### src/rtl/core/rc5_pkg.sv
// Shared types, widths and codes of the RC-5 infrared frame decoder.
package rc5_pkg;

    localparam int FRAME_BITS_DEF   = 13;
    localparam int COMMAND_BITS_DEF = 6;

    localparam int CFG_IDX_W   = 3;
    localparam int CFG_DATA_W  = 18;
    localparam int TICK_W      = 16;
    localparam int HOLD_W      = 18;
    localparam int ADDR_W      = 5;
    localparam int CMD_W       = 6;
    localparam int STATUS_W    = 2;
    localparam int KEY_W       = 2;
    localparam int OUT_TDATA_W = 16;
    localparam int OUT_TUSER_W = 2;
    localparam int IN_TDATA_W  = 8;

    localparam logic [CFG_IDX_W-1:0] CFG_START_MIN = 3'd0;
    localparam logic [CFG_IDX_W-1:0] CFG_START_MAX = 3'd1;
    localparam logic [CFG_IDX_W-1:0] CFG_EDGE_TMO  = 3'd2;
    localparam logic [CFG_IDX_W-1:0] CFG_SKIP      = 3'd3;
    localparam logic [CFG_IDX_W-1:0] CFG_HOLDOFF   = 3'd4;
    localparam logic [CFG_IDX_W-1:0] CFG_MATCH_ADR = 3'd5;

    localparam logic [TICK_W-1:0] START_MIN_RST = 16'd400;
    localparam logic [TICK_W-1:0] START_MAX_RST = 16'd800;
    localparam logic [TICK_W-1:0] EDGE_TMO_RST  = 16'd800;
    localparam logic [TICK_W-1:0] SKIP_RST      = 16'd562;
    localparam logic [HOLD_W-1:0] HOLDOFF_RST   = 18'd156250;
    localparam logic [ADDR_W-1:0] MATCH_ADR_RST = 5'd0;

    localparam logic [STATUS_W-1:0] ST_FRAME_OK  = 2'd0;
    localparam logic [STATUS_W-1:0] ST_START_BAD = 2'd1;
    localparam logic [STATUS_W-1:0] ST_EDGE_TMO  = 2'd2;

    localparam logic [KEY_W-1:0] KEY_NONE     = 2'd0;
    localparam logic [KEY_W-1:0] KEY_VOL_UP   = 2'd1;
    localparam logic [KEY_W-1:0] KEY_VOL_DOWN = 2'd2;
    localparam logic [KEY_W-1:0] KEY_MUTE     = 2'd3;

    localparam int CMD_VOL_UP   = 16;
    localparam int CMD_VOL_DOWN = 17;
    localparam int CMD_MUTE     = 13;

    typedef struct packed {
        logic [TICK_W-1:0] start_min;
        logic [TICK_W-1:0] start_max;
        logic [TICK_W-1:0] edge_tmo;
        logic [TICK_W-1:0] skip;
        logic [HOLD_W-1:0] holdoff;
        logic [ADDR_W-1:0] match_adr;
    } t_cfg;

    typedef struct packed {
        logic [STATUS_W-1:0] status;
        logic [ADDR_W-1:0]   address;
        logic [CMD_W-1:0]    command;
        logic [KEY_W-1:0]    key;
    } t_result;

endpackage

### src/rtl/core/rc5_regs.sv
// Configuration register bank of the RC-5 decoder.
module rc5_regs (
    input  logic                            i_clk,
    input  logic                            i_rst_n,
    input  logic                            i_cfg_wr_en,
    input  logic [rc5_pkg::CFG_IDX_W-1:0]   i_cfg_index,
    input  logic [rc5_pkg::CFG_DATA_W-1:0]  i_cfg_wr_data,
    output rc5_pkg::t_cfg                   o_cfg
);
    import rc5_pkg::*;

    t_cfg r_cfg;

    always_ff @(posedge i_clk) begin
        if (!i_rst_n) begin
            r_cfg.start_min <= START_MIN_RST;
            r_cfg.start_max <= START_MAX_RST;
            r_cfg.edge_tmo  <= EDGE_TMO_RST;
            r_cfg.skip      <= SKIP_RST;
            r_cfg.holdoff   <= HOLDOFF_RST;
            r_cfg.match_adr <= MATCH_ADR_RST;
        end else if (i_cfg_wr_en) begin
            unique case (i_cfg_index)
                CFG_START_MIN: r_cfg.start_min <= i_cfg_wr_data[TICK_W-1:0];
                CFG_START_MAX: r_cfg.start_max <= i_cfg_wr_data[TICK_W-1:0];
                CFG_EDGE_TMO:  r_cfg.edge_tmo  <= i_cfg_wr_data[TICK_W-1:0];
                CFG_SKIP:      r_cfg.skip      <= i_cfg_wr_data[TICK_W-1:0];
                CFG_HOLDOFF:   r_cfg.holdoff   <= i_cfg_wr_data[HOLD_W-1:0];
                CFG_MATCH_ADR: r_cfg.match_adr <= i_cfg_wr_data[ADDR_W-1:0];
                default: ;
            endcase
        end
    end

    assign o_cfg = r_cfg;

endmodule

### src/rtl/core/rc5_fsm.sv
// Per-tick frame state machine: start pulse check, bit sampling and result decode.
module rc5_fsm #(
    parameter int FRAME_BITS   = rc5_pkg::FRAME_BITS_DEF,
    parameter int COMMAND_BITS = rc5_pkg::COMMAND_BITS_DEF
) (
    input  logic             i_clk,
    input  logic             i_rst_n,
    input  logic             i_tick,
    input  logic             i_level,
    input  rc5_pkg::t_cfg    i_cfg,
    output logic             o_res_valid,
    output rc5_pkg::t_result o_res
);
    import rc5_pkg::*;

    localparam int BITS_W = $clog2(FRAME_BITS + 1);
    localparam int CNT_W  = HOLD_W;

    localparam logic [2:0] PH_IDLE  = 3'd0;
    localparam logic [2:0] PH_START = 3'd1;
    localparam logic [2:0] PH_EDGE  = 3'd2;
    localparam logic [2:0] PH_SKIP  = 3'd3;
    localparam logic [2:0] PH_HOLD  = 3'd4;

    localparam logic [FRAME_BITS-1:0] BODY_MASK = {2'b00, {(FRAME_BITS-2){1'b1}}};

    logic [2:0]            r_phase, n_phase;
    logic [CNT_W-1:0]      r_cnt, n_cnt;
    logic [BITS_W-1:0]     r_bits, n_bits;
    logic [FRAME_BITS-1:0] r_shift, n_shift;
    logic                  r_latched, n_latched;

    logic [CNT_W:0]          w_inc;
    logic [FRAME_BITS-1:0]   w_body;
    logic [FRAME_BITS-1:0]   w_body_shr;
    logic [COMMAND_BITS-1:0] w_cmd_full;
    logic [KEY_W-1:0]        w_key;
    logic                    w_valid;
    t_result                 w_res;

    assign w_inc      = {1'b0, r_cnt} + (CNT_W+1)'(1);
    assign w_body     = r_shift & BODY_MASK;
    assign w_body_shr = w_body >> COMMAND_BITS;
    assign w_cmd_full = w_body[COMMAND_BITS-1:0];

    always_comb begin
        w_key = KEY_NONE;
        if (w_body_shr[ADDR_W-1:0] == i_cfg.match_adr) begin
            if (w_cmd_full == COMMAND_BITS'(CMD_VOL_UP)) begin
                w_key = KEY_VOL_UP;
            end else if (w_cmd_full == COMMAND_BITS'(CMD_VOL_DOWN)) begin
                w_key = KEY_VOL_DOWN;
            end else if (w_cmd_full == COMMAND_BITS'(CMD_MUTE)) begin
                w_key = KEY_MUTE;
            end
        end
    end

    always_comb begin
        n_phase   = r_phase;
        n_cnt     = r_cnt;
        n_bits    = r_bits;
        n_shift   = r_shift;
        n_latched = r_latched;
        w_valid   = 1'b0;
        w_res     = '0;
        if (i_tick) begin
            unique case (r_phase)
                PH_IDLE: begin
                    if (i_level) begin
                        n_phase = PH_START;
                        n_cnt   = CNT_W'(1);
                        n_bits  = '0;
                        n_shift = '0;
                        if (i_cfg.start_max == '0) begin
                            n_phase      = PH_IDLE;
                            n_cnt        = '0;
                            w_valid      = 1'b1;
                            w_res.status = ST_START_BAD;
                        end
                    end
                end
                PH_START: begin
                    if (i_level) begin
                        n_cnt = w_inc[CNT_W-1:0];
                        if (w_inc > (CNT_W+1)'(i_cfg.start_max)) begin
                            n_phase      = PH_IDLE;
                            n_cnt        = '0;
                            w_valid      = 1'b1;
                            w_res.status = ST_START_BAD;
                        end
                    end else if (r_cnt < CNT_W'(i_cfg.start_min)) begin
                        n_phase      = PH_IDLE;
                        n_cnt        = '0;
                        w_valid      = 1'b1;
                        w_res.status = ST_START_BAD;
                    end else begin
                        n_latched = 1'b0;
                        n_cnt     = '0;
                        n_phase   = PH_EDGE;
                    end
                end
                PH_EDGE: begin
                    if (i_level == r_latched) begin
                        n_cnt = w_inc[CNT_W-1:0];
                        if (w_inc > (CNT_W+1)'(i_cfg.edge_tmo)) begin
                            n_phase      = PH_IDLE;
                            n_cnt        = '0;
                            w_valid      = 1'b1;
                            w_res.status = ST_EDGE_TMO;
                        end
                    end else begin
                        n_shift = {r_shift[FRAME_BITS-2:0], ~r_latched};
                        n_bits  = r_bits + BITS_W'(1);
                        n_cnt   = '0;
                        n_phase = PH_SKIP;
                    end
                end
                PH_SKIP: begin
                    if (r_cnt < CNT_W'(i_cfg.skip)) begin
                        n_cnt = w_inc[CNT_W-1:0];
                    end else if (r_bits >= BITS_W'(FRAME_BITS)) begin
                        n_cnt         = '0;
                        n_phase       = (i_cfg.holdoff == '0) ? PH_IDLE : PH_HOLD;
                        w_valid       = 1'b1;
                        w_res.status  = ST_FRAME_OK;
                        w_res.address = w_body_shr[ADDR_W-1:0];
                        w_res.command = w_body[CMD_W-1:0];
                        w_res.key     = w_key;
                    end else begin
                        n_latched = i_level;
                        n_cnt     = '0;
                        n_phase   = PH_EDGE;
                    end
                end
                PH_HOLD: begin
                    n_cnt = w_inc[CNT_W-1:0];
                    if (w_inc >= (CNT_W+1)'(i_cfg.holdoff)) begin
                        n_phase = PH_IDLE;
                        n_cnt   = '0;
                    end
                end
                default: begin
                    n_phase = PH_IDLE;
                    n_cnt   = '0;
                end
            endcase
        end
    end

    always_ff @(posedge i_clk) begin
        if (!i_rst_n) begin
            r_phase   <= PH_IDLE;
            r_cnt     <= '0;
            r_bits    <= '0;
            r_shift   <= '0;
            r_latched <= 1'b0;
        end else begin
            r_phase   <= n_phase;
            r_cnt     <= n_cnt;
            r_bits    <= n_bits;
            r_shift   <= n_shift;
            r_latched <= n_latched;
        end
    end

    assign o_res_valid = w_valid;
    assign o_res       = w_res;

    a_res_on_tick: assert property (@(posedge i_clk) disable iff (!i_rst_n)
        w_valid |-> i_tick)
        else $error("Result produced without an accepted word.");

    a_after_res: assert property (@(posedge i_clk) disable iff (!i_rst_n)
        w_valid |=> (r_phase == PH_IDLE || r_phase == PH_HOLD))
        else $error("Decoder not idle or holding after a result.");

    a_bits_bound: assert property (@(posedge i_clk) disable iff (!i_rst_n)
        (r_phase == PH_EDGE) |-> (r_bits < BITS_W'(FRAME_BITS)))
        else $error("Bit count overran the frame length.");

    a_fail_clears: assert property (@(posedge i_clk) disable iff (!i_rst_n)
        (w_valid && w_res.status != ST_FRAME_OK) |=> (r_cnt == '0))
        else $error("Tick count not cleared after a failure.");

endmodule

### src/rtl/core/rc5_out.sv
// Result register that decouples the decoder from the output stream.
module rc5_out (
    input  logic             i_clk,
    input  logic             i_rst_n,
    input  logic             i_res_valid,
    input  rc5_pkg::t_result i_res,
    output logic             o_space,
    output logic             o_valid,
    input  logic             i_ready,
    output rc5_pkg::t_result o_res
);
    import rc5_pkg::*;

    logic    r_valid;
    t_result r_res;

    assign o_space = !r_valid || i_ready;

    always_ff @(posedge i_clk) begin
        if (!i_rst_n) begin
            r_valid <= 1'b0;
        end else if (o_space) begin
            r_valid <= i_res_valid;
        end
    end

    always_ff @(posedge i_clk) begin
        if (o_space && i_res_valid) begin
            r_res <= i_res;
        end
    end

    assign o_valid = r_valid;
    assign o_res   = r_res;

    a_no_overwrite: assert property (@(posedge i_clk) disable iff (!i_rst_n)
        (r_valid && !i_ready) |-> !i_res_valid)
        else $error("Pending result would be overwritten.");

endmodule

### src/rtl/core/rc5_ir_frame_decoder.sv
// Top level of the RC-5 infrared frame decoder.
//
//  Channel   Direction  Contents
//  s_axis    in         tdata[0] ir_level, one word per timer tick
//  m_axis    out        tuser status, tdata address, command and key action
//  cfg       in         write enable, register index, write data
//
// One input word is taken every cycle while tready is high, and its result is registered in the output register.
// The state machine and the result register are the whole datapath.
// Input tready drops only while a result waits in the output register and the
// downstream side stalls.
// Reset loads the register defaults and returns the decoder to idle.
module rc5_ir_frame_decoder #(
    parameter int FRAME_BITS   = rc5_pkg::FRAME_BITS_DEF,
    parameter int COMMAND_BITS = rc5_pkg::COMMAND_BITS_DEF
) (
    input  logic                               i_clk,
    input  logic                               i_rst_n,
    input  logic                               i_s_axis_tvalid,
    output logic                               o_s_axis_tready,
    // Fields: [0] ir_level, [7:1] zero.
    input  logic [rc5_pkg::IN_TDATA_W-1:0]     i_s_axis_tdata,
    output logic                               o_m_axis_tvalid,
    input  logic                               i_m_axis_tready,
    // Fields: [4:0] frame_address, [10:5] frame_command, [12:11] key_action, [15:13] zero.
    output logic [rc5_pkg::OUT_TDATA_W-1:0]    o_m_axis_tdata,
    // Fields: [1:0] frame_status.
    output logic [rc5_pkg::OUT_TUSER_W-1:0]    o_m_axis_tuser,
    input  logic                               i_cfg_wr_en,
    input  logic [rc5_pkg::CFG_IDX_W-1:0]      i_cfg_index,
    input  logic [rc5_pkg::CFG_DATA_W-1:0]     i_cfg_wr_data
);
    import rc5_pkg::*;

    t_cfg    w_cfg;
    t_result w_res;
    t_result w_out_res;
    logic    w_res_valid;
    logic    w_space;
    logic    w_tick;

    assign o_s_axis_tready = w_space;
    assign w_tick          = i_s_axis_tvalid && w_space;

    rc5_regs u_regs (
        .i_clk         (i_clk),
        .i_rst_n       (i_rst_n),
        .i_cfg_wr_en   (i_cfg_wr_en),
        .i_cfg_index   (i_cfg_index),
        .i_cfg_wr_data (i_cfg_wr_data),
        .o_cfg         (w_cfg)
    );

    rc5_fsm #(
        .FRAME_BITS   (FRAME_BITS),
        .COMMAND_BITS (COMMAND_BITS)
    ) u_fsm (
        .i_clk       (i_clk),
        .i_rst_n     (i_rst_n),
        .i_tick      (w_tick),
        .i_level     (i_s_axis_tdata[0]),
        .i_cfg       (w_cfg),
        .o_res_valid (w_res_valid),
        .o_res       (w_res)
    );

    rc5_out u_out (
        .i_clk       (i_clk),
        .i_rst_n     (i_rst_n),
        .i_res_valid (w_res_valid),
        .i_res       (w_res),
        .o_space     (w_space),
        .o_valid     (o_m_axis_tvalid),
        .i_ready     (i_m_axis_tready),
        .o_res       (w_out_res)
    );

    assign o_m_axis_tdata = {3'b000, w_out_res.key, w_out_res.command, w_out_res.address};
    assign o_m_axis_tuser = w_out_res.status;

endmodule

### config.mk
export PLATFORM = sky130hd
export DESIGN_NAME = rc5_ir_frame_decoder
export DESIGN_NICKNAME = d
export VERILOG_FILES = /design/src/rtl/core/rc5_pkg.sv /design/src/rtl/core/rc5_regs.sv /design/src/rtl/core/rc5_fsm.sv /design/src/rtl/core/rc5_out.sv /design/src/rtl/core/rc5_ir_frame_decoder.sv
export SDC_FILE = /design/constraint.sdc
export NUM_CORES = 1
export LEC_CHECK = 0
export BUFFER_PORTS_ARGS = -buffer_cell sky130_fd_sc_hd__buf_2
export CORE_MARGIN = 2
export CORE_UTILIZATION = 34
export CTS_CLUSTER_DIAMETER = 30
export CTS_CLUSTER_SIZE = 25
export DETAILED_ROUTE_END_ITERATION = 12
export PLACE_DENSITY = 0.58
export SLEW_MARGIN = 20
export SYNTH_ARGS = -nofsm -noshare
export SYNTH_HDL_FRONTEND = slang
export SYNTH_HIERARCHICAL = 1
export SYNTH_SLANG_ARGS = --single-unit
### constraint.sdc
create_clock -name i_clk -period 3.66 [get_ports i_clk]
set_clock_uncertainty 0.2 [all_clocks]
set_input_delay 0.732 -clock i_clk [delete_from_list [all_inputs] [get_ports i_clk]]
set_output_delay 0.732 -clock i_clk [all_outputs]
set_load 0.01 [all_outputs]
==> results of run 1 <==
area by class of cell:
class,count,area (um^2),share of cell area [%]
Multi-Input combinational cell,640,5160,50.3
Clock buffer,17,425,4.14
Inverter,95,357,3.47
Sequential cell,140,2960,28.8
Clock inverter,15,193,1.88
Timing Repair Buffer,112,771,7.51
Tap cell,319,399,3.89
metrics by stage:
stage / total power, W / TNS, ns
final: 0.00373 / -0.952
after detailed placement: 0.00191 / -7.63
after floorplan: 0.00182 / 0
after CTS: 0.00375 / -0.0121
after global routing: 0.00386 / -4.66
after global placement: 0.00191 / -6.38
layer usage:
metal / track usage, % / vias up / routed length, um
li1: - / 3326 / -
met4: 6.07 / 0 / 598
met1: 22.9 / 3063 / 10200
met2: 27.1 / 111 / 9640
met5: 0 / - / 0
met3: 3.26 / 35 / 708
critical path, delay by kind of cell, from the launching register on:
family	cells	cell delay (ns)
flip-flops	1	0.35
AND/OR/NAND/NOR	8	1.32
XOR/XNOR	1	0.10
buffers and inverters	4	0.56
adder cells (fa/ha/maj)	1	0.25
AO/OA/AOI/OAI	4	0.66
registers in the layout, indices dropped and copies added (netlist names):
signal	flops
u_out/o_valid	1
u_fsm/r_shift	11
u_fsm/r_phase	3
u_regs/o_cfg	87
u_fsm/r_bits	4
u_fsm/r_latched	1
u_fsm/r_cnt	18
u_out/o_res	15
repair_timing:
| item | in CTS | in global routing |
|---|---|---|
| setup buffers | 8 | 3 |
| pin swaps | 20 | 33 |
| endpoints found under the setup margin | 37 | 37 |
| gates cloned | 1 | 0 |
| gates resized for setup | 53 | 32 |
cell families after synthesis:
logic type               after synthesis  share of synthesized area [%]
AO/OA/AOI/OAI                        100                           8.09
XOR/XNOR                              31                           3.31
adder cells (fa/ha/maj)               84                           12.8
buffers and inverters                136                           6.99
flip-flops                           140                           36.0
multiplexers                         102                           12.4
other                                  1                         0.0457
AND/OR/NAND/NOR                      319                           20.4
worst paths after layout:
| path | startpoint | end | cells after the start |
|---|---|---|---|
| max | u_fsm/r_cnt[2] | u_out/o_res[14] | 18 |
| min | u_regs/o_cfg[31] | u_regs/o_cfg[31] | 2 |
| max reg2reg | u_fsm/r_cnt[2] | u_out/o_res[14] | 18 |
| min reg2reg | u_regs/o_cfg[31] | u_regs/o_cfg[31] | 2 |
placed cells by master (no fill, tap or decap), types with 6 or more instances in the layout:
master     count
ha_4           7
and3_1        21
nor2_1        35
buf_4         63
nand4_1       16
dfxtp_1      120
nand3_1       18
nor4_1         8
buf_6          6
a21oi_1       24
xor2_1         8
ha_1          77
nand2b_1       6
inv_1         93
nand2_1      117
o21ai_0       26
nor2b_1       35
edfxtp_1      15
buf_2         42
inv_8          8
nand3b_1       6
clkbuf_16     17
a211oi_1      10
xnor2_1       14
mux2i_1      102
power by group:
| group | internal, W | switching, W | total (W) |
|---|---|---|---|
| sequential | 0.00158 | 0.0000233 | 0.00160 |
| combinational | 0.000118 | 0.000175 | 0.000294 |
| clock | 0.00105 | 0.000785 | 0.00183 |
==> results.sh, run 1 <==
export IMPL_synth_top_area_share_pct=30.5
export IMPL_worstSetupStartpointType="flop"
export IMPL_grt_pass1_wl_mm=34.1
export IMPL_syn2layout_area_growth_pct=25.0
export IMPL_dp_worst_setup_slack_ns=-0.276
export IMPL_routed_via_count=6535
export IMPL_drt_drc_violations_left=0
export IMPL_hpwl_mm=15.1
export IMPL_violations="setup timing"
export IMPL_cellLeakagePower_nw=4.72
export IMPL_powerDensity_nw_per_um2=363
export IMPL_report_final_setup_viol=15
export IMPL_post_route_core_utilization_pct=43.5
export IMPL_critPathSlowestCell="or3_4"
export IMPL_grt_pass1_vias=6435
export IMPL_maxCapViolCount=0
export IMPL_worstPathMaxFanout=8
export IMPL_cts_inserted_buffers=17
export IMPL_final_critical_path_setup_slack_ns=-0.0744
export IMPL_synthTopCellsByArea="dfxtp_1 30%, ha_1 13%, mux2i_1 12%"
export IMPL_leading_area_contributor_after_synthesis="dfxtp_1"
export IMPL_antenna_cells_inserted=0
export IMPL_min_delay_path_class="flop to flop"
export IMPL_fin_worst_hold_slack_ns=0.259
export IMPL_grt_setup_unrepaired="yes"
export IMPL_clk_pin_slew_ns=0.07
export IMPL_firstDrtPassIters=4
export IMPL_cpPeakStageDelay_ns=0.41
export IMPL_post_drt_wl_per_cell_um=15.8
export IMPL_postSynthRegisterBits=140
export IMPL_outcome="finished with violations"
export IMPL_max_clk_rate_mhz=268
export IMPL_grt_max_degree=84
export IMPL_leading_cell_type_by_number_of_instances_after_synthesis="dfxtp_1"
export IMPL_tritoncts="built"
export IMPL_post_synth_instance_area_um2=8210
export IMPL_design_core_area_um2=23600
export IMPL_postRouteAntennaNets=0
export IMPL_max_slew_worst_pin_slew_ns=0.895
export IMPL_detail_route_iter0_violations=354
export IMPL_async_reset_ff_share_pct=0
export IMPL_cts_root_buf="clkbuf_16"
export IMPL_place_port_buffers=43
export IMPL_timing_reg2reg_setup_slack_ns=-0.07
export IMPL_cts_sinks=140
export IMPL_i_o_pins=54
export IMPL_synth_edff_count=15
export IMPL_track_usage_pct=17.0
export IMPL_main_synth_ff_type="dfxtp_1"
export IMPL_floorplan_die_width_um=159
export IMPL_hold_violations=0
export IMPL_required_ns=3.59
export IMPL_post_place_cells=1296
export IMPL_ir_worst_vdd_mv=0.213
export IMPL_period_share_pct=102
export IMPL_post_synth_inst_count=913
export IMPL_clock_tree_htree_level_count=4
export IMPL_gp_congestion=0.909
export IMPL_setup_worst_path_end_class="flop"
export IMPL_cpMostUsedCell="buf_6"
export IMPL_layout_drive_gt1_share_pct=21.6
export IMPL_row_count=56
export IMPL_antenna_found_initial=0
export IMPL_cell_chain_of_the_critical_path="nand3_4 > nor2_4 > buf_6 > nand3_4 > nor2_4 > xor2_4 > buf_6 > ha_4 > nand4_1 > buf_4 > a211oi_2 > o31ai_2 > a21boi_2 > buf_6 > nor4b_2 > or3_4 > a31oi_4 > and2_4"
export IMPL_cp_arrival_ns=3.67
export IMPL_postPlaceCellArea_um2=9100
export IMPL_hold_buffers=0
export IMPL_slew_limit_headroom_pct=40.0
export IMPL_fill_cells=2288
export IMPL_gr_total_overflow=0
export IMPL_cts_path_max_buffers=2
export IMPL_finish_net_count=1124
export IMPL_period_needed_ns=3.73
export IMPL_report_final_slew_viol_count=0
export IMPL_synth_top_cells_by_count="125 x dfxtp_1, 121 x nand2_1, 102 x mux2i_1, 95 x inv_1, 84 x ha_1"
export IMPL_synth_warning_count=6
export IMPL_syn_area_per_cell_um2=8.99
export IMPL_setup_worst_path_class="flop to flop"
export IMPL_route_detailed_vias_per_inst=4.88
export IMPL_floorplan_die_area_um2=25400
export IMPL_floorplan_initialDensity_pct=34.8
export IMPL_stdcell_count=1338
export IMPL_floorplan_die_height_um=159
export IMPL_synth_lib_cells_used_distinct=66
export IMPL_worstSkewPairLatency_ns=0.43
export IMPL_fin_area_um2=10300
export IMPL_synth_seq_area_share_pct=36.0
export IMPL_drt_total_wl_mm=21.2
Power figures use the tool's default switching activity.
==> inputs of run 2 (changes only) <==
ABC_AREA = 1   (was unset)
CORE_MARGIN = 1   (was 2)
MAX_ROUTING_LAYER = met4   (was unset)
PLACE_DENSITY = 0.57   (was 0.58)
==> run 2 against run 1 <==
  * Largest cell class unchanged
  * Highest routed layer unchanged
  * Combinational power rose to 2.9 times the previous value
  * Wire length is 14% higher
  * First-iteration DRC count increased by 17%
  * The run now ends clean
  * Via count increased by 20%
  * Clock power down 5%
  * Critical path depth is 6 higher
  * Global-route usage up 2.8 points
  * Sequential power increased by 7%
==> results.sh, run 2 <==
export IMPL_syn_area_per_cell_um2=7.06
export IMPL_grt_setup_unrepaired="yes"
export IMPL_worstSetupStartpointType="flop"
export IMPL_floorplan_initialDensity_pct=35.0
export IMPL_hold_path_end="u_regs/o_cfg[27]"
export IMPL_post_route_core_utilization_pct=42.8
export IMPL_worstSkewPairLatency_ns=0.43
export IMPL_use_met1_pct=26.3
export IMPL_cp_arrival_ns=3.51
export IMPL_cts_sinks=140
export IMPL_post_drt_wl_per_cell_um=14.5
export IMPL_period_needed_ns=3.53
export IMPL_use_met2_pct=31.0
export IMPL_min_delay_path_class="flop to flop"
export IMPL_total_power_w=0.00430
export IMPL_synth_seq_area_share_pct=34.3
export IMPL_gr_total_overflow=0
export IMPL_drt_drc_violations_left=0
export IMPL_slew_limit_headroom_pct=47.6
export IMPL_maxCapViolCount=0
export IMPL_most_common_library_cell_in_the_layout_ignoring_fill_and_taps="nand2_1"
export IMPL_timing_hold_worst_start="u_regs/o_cfg[27]"
export IMPL_grt_pass1_wl_mm=38.5
export IMPL_postRouteAntennaNets=0
export IMPL_outcome="complete, no violations"
export IMPL_synth_lib_cells_used_distinct=45
export IMPL_gp_congestion=0.858
export IMPL_design_core_area_um2=24600
export IMPL_grtUsageMet3_pct=2.77
export IMPL_floorplan_die_area_um2=26000
export IMPL_max_clk_rate_mhz=284
export IMPL_routed_via_count=7860
export IMPL_fin_setup_tns_ns=0
export IMPL_fin_worst_hold_slack_ns=0.263
export IMPL_largest_register_ffs=87
export IMPL_floorplan_die_height_um=161
export IMPL_clock_tree_htree_level_count=4
export IMPL_antenna_found_initial=0
export IMPL_worstPathMaxFanout=7
export IMPL_worst_path_buf_inv=5
export IMPL_synthTopCellsByArea="dfxtp_1 29%, ha_1 12%, nand2_1 11%"
export IMPL_cpMostUsedCell="nand2_1"
export IMPL_route_detailed_vias_per_inst=4.73
export IMPL_firstDrtPassIters=5
export IMPL_hold_violations=0
export IMPL_cts_root_buf="clkbuf_16"
export IMPL_antenna_cells_inserted=0
export IMPL_cpPeakStageDelay_ns=0.37
export IMPL_critPathSlowestCell="dfxtp_4"
export IMPL_cts_inserted_buffers=17
export IMPL_cellLeakagePower_nw=4.95
export IMPL_post_synth_inst_count=1221
export IMPL_floorplan_die_width_um=161
export IMPL_main_synth_ff_type="dfxtp_1"
export IMPL_synth_edff_count=15
export IMPL_grt_max_degree=88
export IMPL_synth_top_cells_by_count="261 x nand2_1, 209 x nor2_1, 172 x inv_1, 125 x dfxtp_1, 117 x nand3_1"
export IMPL_drt_total_wl_mm=24.1
export IMPL_grt_pass1_vias=7330
export IMPL_worst_flop_to_flop_path_endpoint="u_out/o_res[8]"
export IMPL_timing_reg2reg_setup_slack_ns=0.13
export IMPL_most_frequent_cells_in_the_layout="252 x nand2_1, 204 x nor2_1, 167 x inv_1"
export IMPL_leading_area_contributor_after_synthesis="dfxtp_1"
export IMPL_reg2regPathDepth=24
export IMPL_cts_path_max_buffers=2
export IMPL_finish_net_count=1444
export IMPL_hpwl_mm=18.0
export IMPL_fill_cells=2579
export IMPL_report_final_slew_viol_count=0
export IMPL_post_synth_instance_area_um2=8620
export IMPL_min_delay_path_depth=2
export IMPL_critPathTopFamily="simple AND/OR/NAND/NOR gates"
export IMPL_syn2layout_area_growth_pct=22.1
export IMPL_period_share_pct=96.3
export IMPL_powerDensity_nw_per_um2=409
export IMPL_ir_worst_vdd_mv=0.260
export IMPL_cell_chain_of_the_critical_path="ha_4 > nand2_4 > inv_2 > nand4_1 > buf_4 > nor3_4 > xor2_2 > buf_4 > ha_4 > a21oi_2 > nor2_1 > a211oi_1 > nand2_1 > nand2_1 > nand2_1 > nand2_2 > nand2_2 > nand3_2 > o31ai_4 > nor2_2 > nor2_1 > inv_2 > a21oi_4 > clkbuf_16"
export IMPL_postSynthRegisterBits=140
export IMPL_detail_route_iter0_violations=414
export IMPL_layout_drive_gt1_share_pct=18.9
export IMPL_globalRoute_busiestLayer="met2"
export IMPL_hold_buffers=0
export IMPL_i_o_pins=54
export IMPL_synth_top_area_share_pct=29.0
export IMPL_place_port_buffers=43
export IMPL_setup_worst_path_end_class="flop"
export IMPL_tritoncts="built"
export IMPL_clk_pin_slew_ns=0.06
export IMPL_timing_rr_start="u_fsm/r_cnt[1]"
export IMPL_report_final_setup_viol=0
export IMPL_max_slew_worst_pin_slew_ns=0.786
export IMPL_track_usage_pct=19.7
export IMPL_async_reset_ff_share_pct=0
export IMPL_setup_worst_path_class="flop to flop"
export IMPL_leading_cell_type_by_number_of_instances_after_synthesis="nand2_1"
export IMPL_required_ns=3.65
export IMPL_row_count=57
export IMPL_synth_warning_count=6
run 2: layout make-up:
class | instances | area (um^2) | area share (%)
sequential | 140 | 2960 | 28.1
clock buffer | 19 | 443 | 4.21
multi-input combinational | 864 | 5010 | 47.6
tap | 324 | 405 | 3.85
timing repair buffer | 124 | 895 | 8.50
inverter | 179 | 672 | 6.38
clock inverter | 13 | 140 | 1.33
run 2: metal layers:
| metal | vias up | wire length, um |
|---|---|---|
| met4 | 0 | 439 |
| met5 | - | 0 |
| met1 | 3595 | 11700 |
| li1 | 4106 | - |
| met3 | 28 | 968 |
| met2 | 131 | 10900 |
run 2: where the power goes:
group          switching (W)  internal, W
Combinational       0.000544     0.000309
Sequential         0.0000713      0.00164
Clock               0.000708      0.00103
Total                0.00132      0.00298
run 2: metrics by stage:
step | instance area, um^2 | std cells | setup slack, ns
after detailed placement | 9630 | 1627 | -0.264
after floorplan | 8630 | 1223 | 0.0335
final | 10500 | 1663 | 0.134
after CTS | 10200 | 1660 | 0.0149
after global placement | 9630 | 1627 | -0.238
after global routing | 10500 | 1663 | -0.0730
run 2: timing repair:
item	4_1_cts	5_1_grt
hold endpoints to repair	0	0
pin swaps	1	25
setup buffers	1	3
endpoints found under the setup margin	16	37
gates cloned	0	1
gates resized for setup	3	51
run 2: worst max path at each step:
stage                    from              end  cells after the start  slack, ns
2_1_floorplan  u_fsm/r_cnt[0]   u_out/o_res[0]                     21       0.03
4_1_cts        u_fsm/r_cnt[0]   u_out/o_res[0]                     24       0.01
3_3_place_gp   u_fsm/r_cnt[0]   u_out/o_res[9]                     26      -0.24
6_report       u_fsm/r_cnt[1]   u_out/o_res[8]                     24       0.13
3_5_place_dp   u_fsm/r_cnt[0]  u_out/o_res[11]                     26      -0.26
5_1_grt        u_fsm/r_cnt[1]   u_out/o_res[4]                     24      -0.07
run 2: worst register-to-register path: cells and delay by family (launching register included):
family	cells	cell delay, ns
buf+inv	5	0.69
compound gates	4	0.44
xor+xnor	1	0.21
flops	1	0.37
simple gates	12	1.05
fa+ha+maj	2	0.36
run 2: kinds of logic after synthesis:
logic type / synth area share (%)
AO/OA/AOI/OAI: 6.95
XOR/XNOR: 1.73
adder cells (fa/ha/maj): 12.2
buffers and inverters: 10.6
flip-flops: 34.3
other: 0.0435
AND/OR/NAND/NOR: 34.2
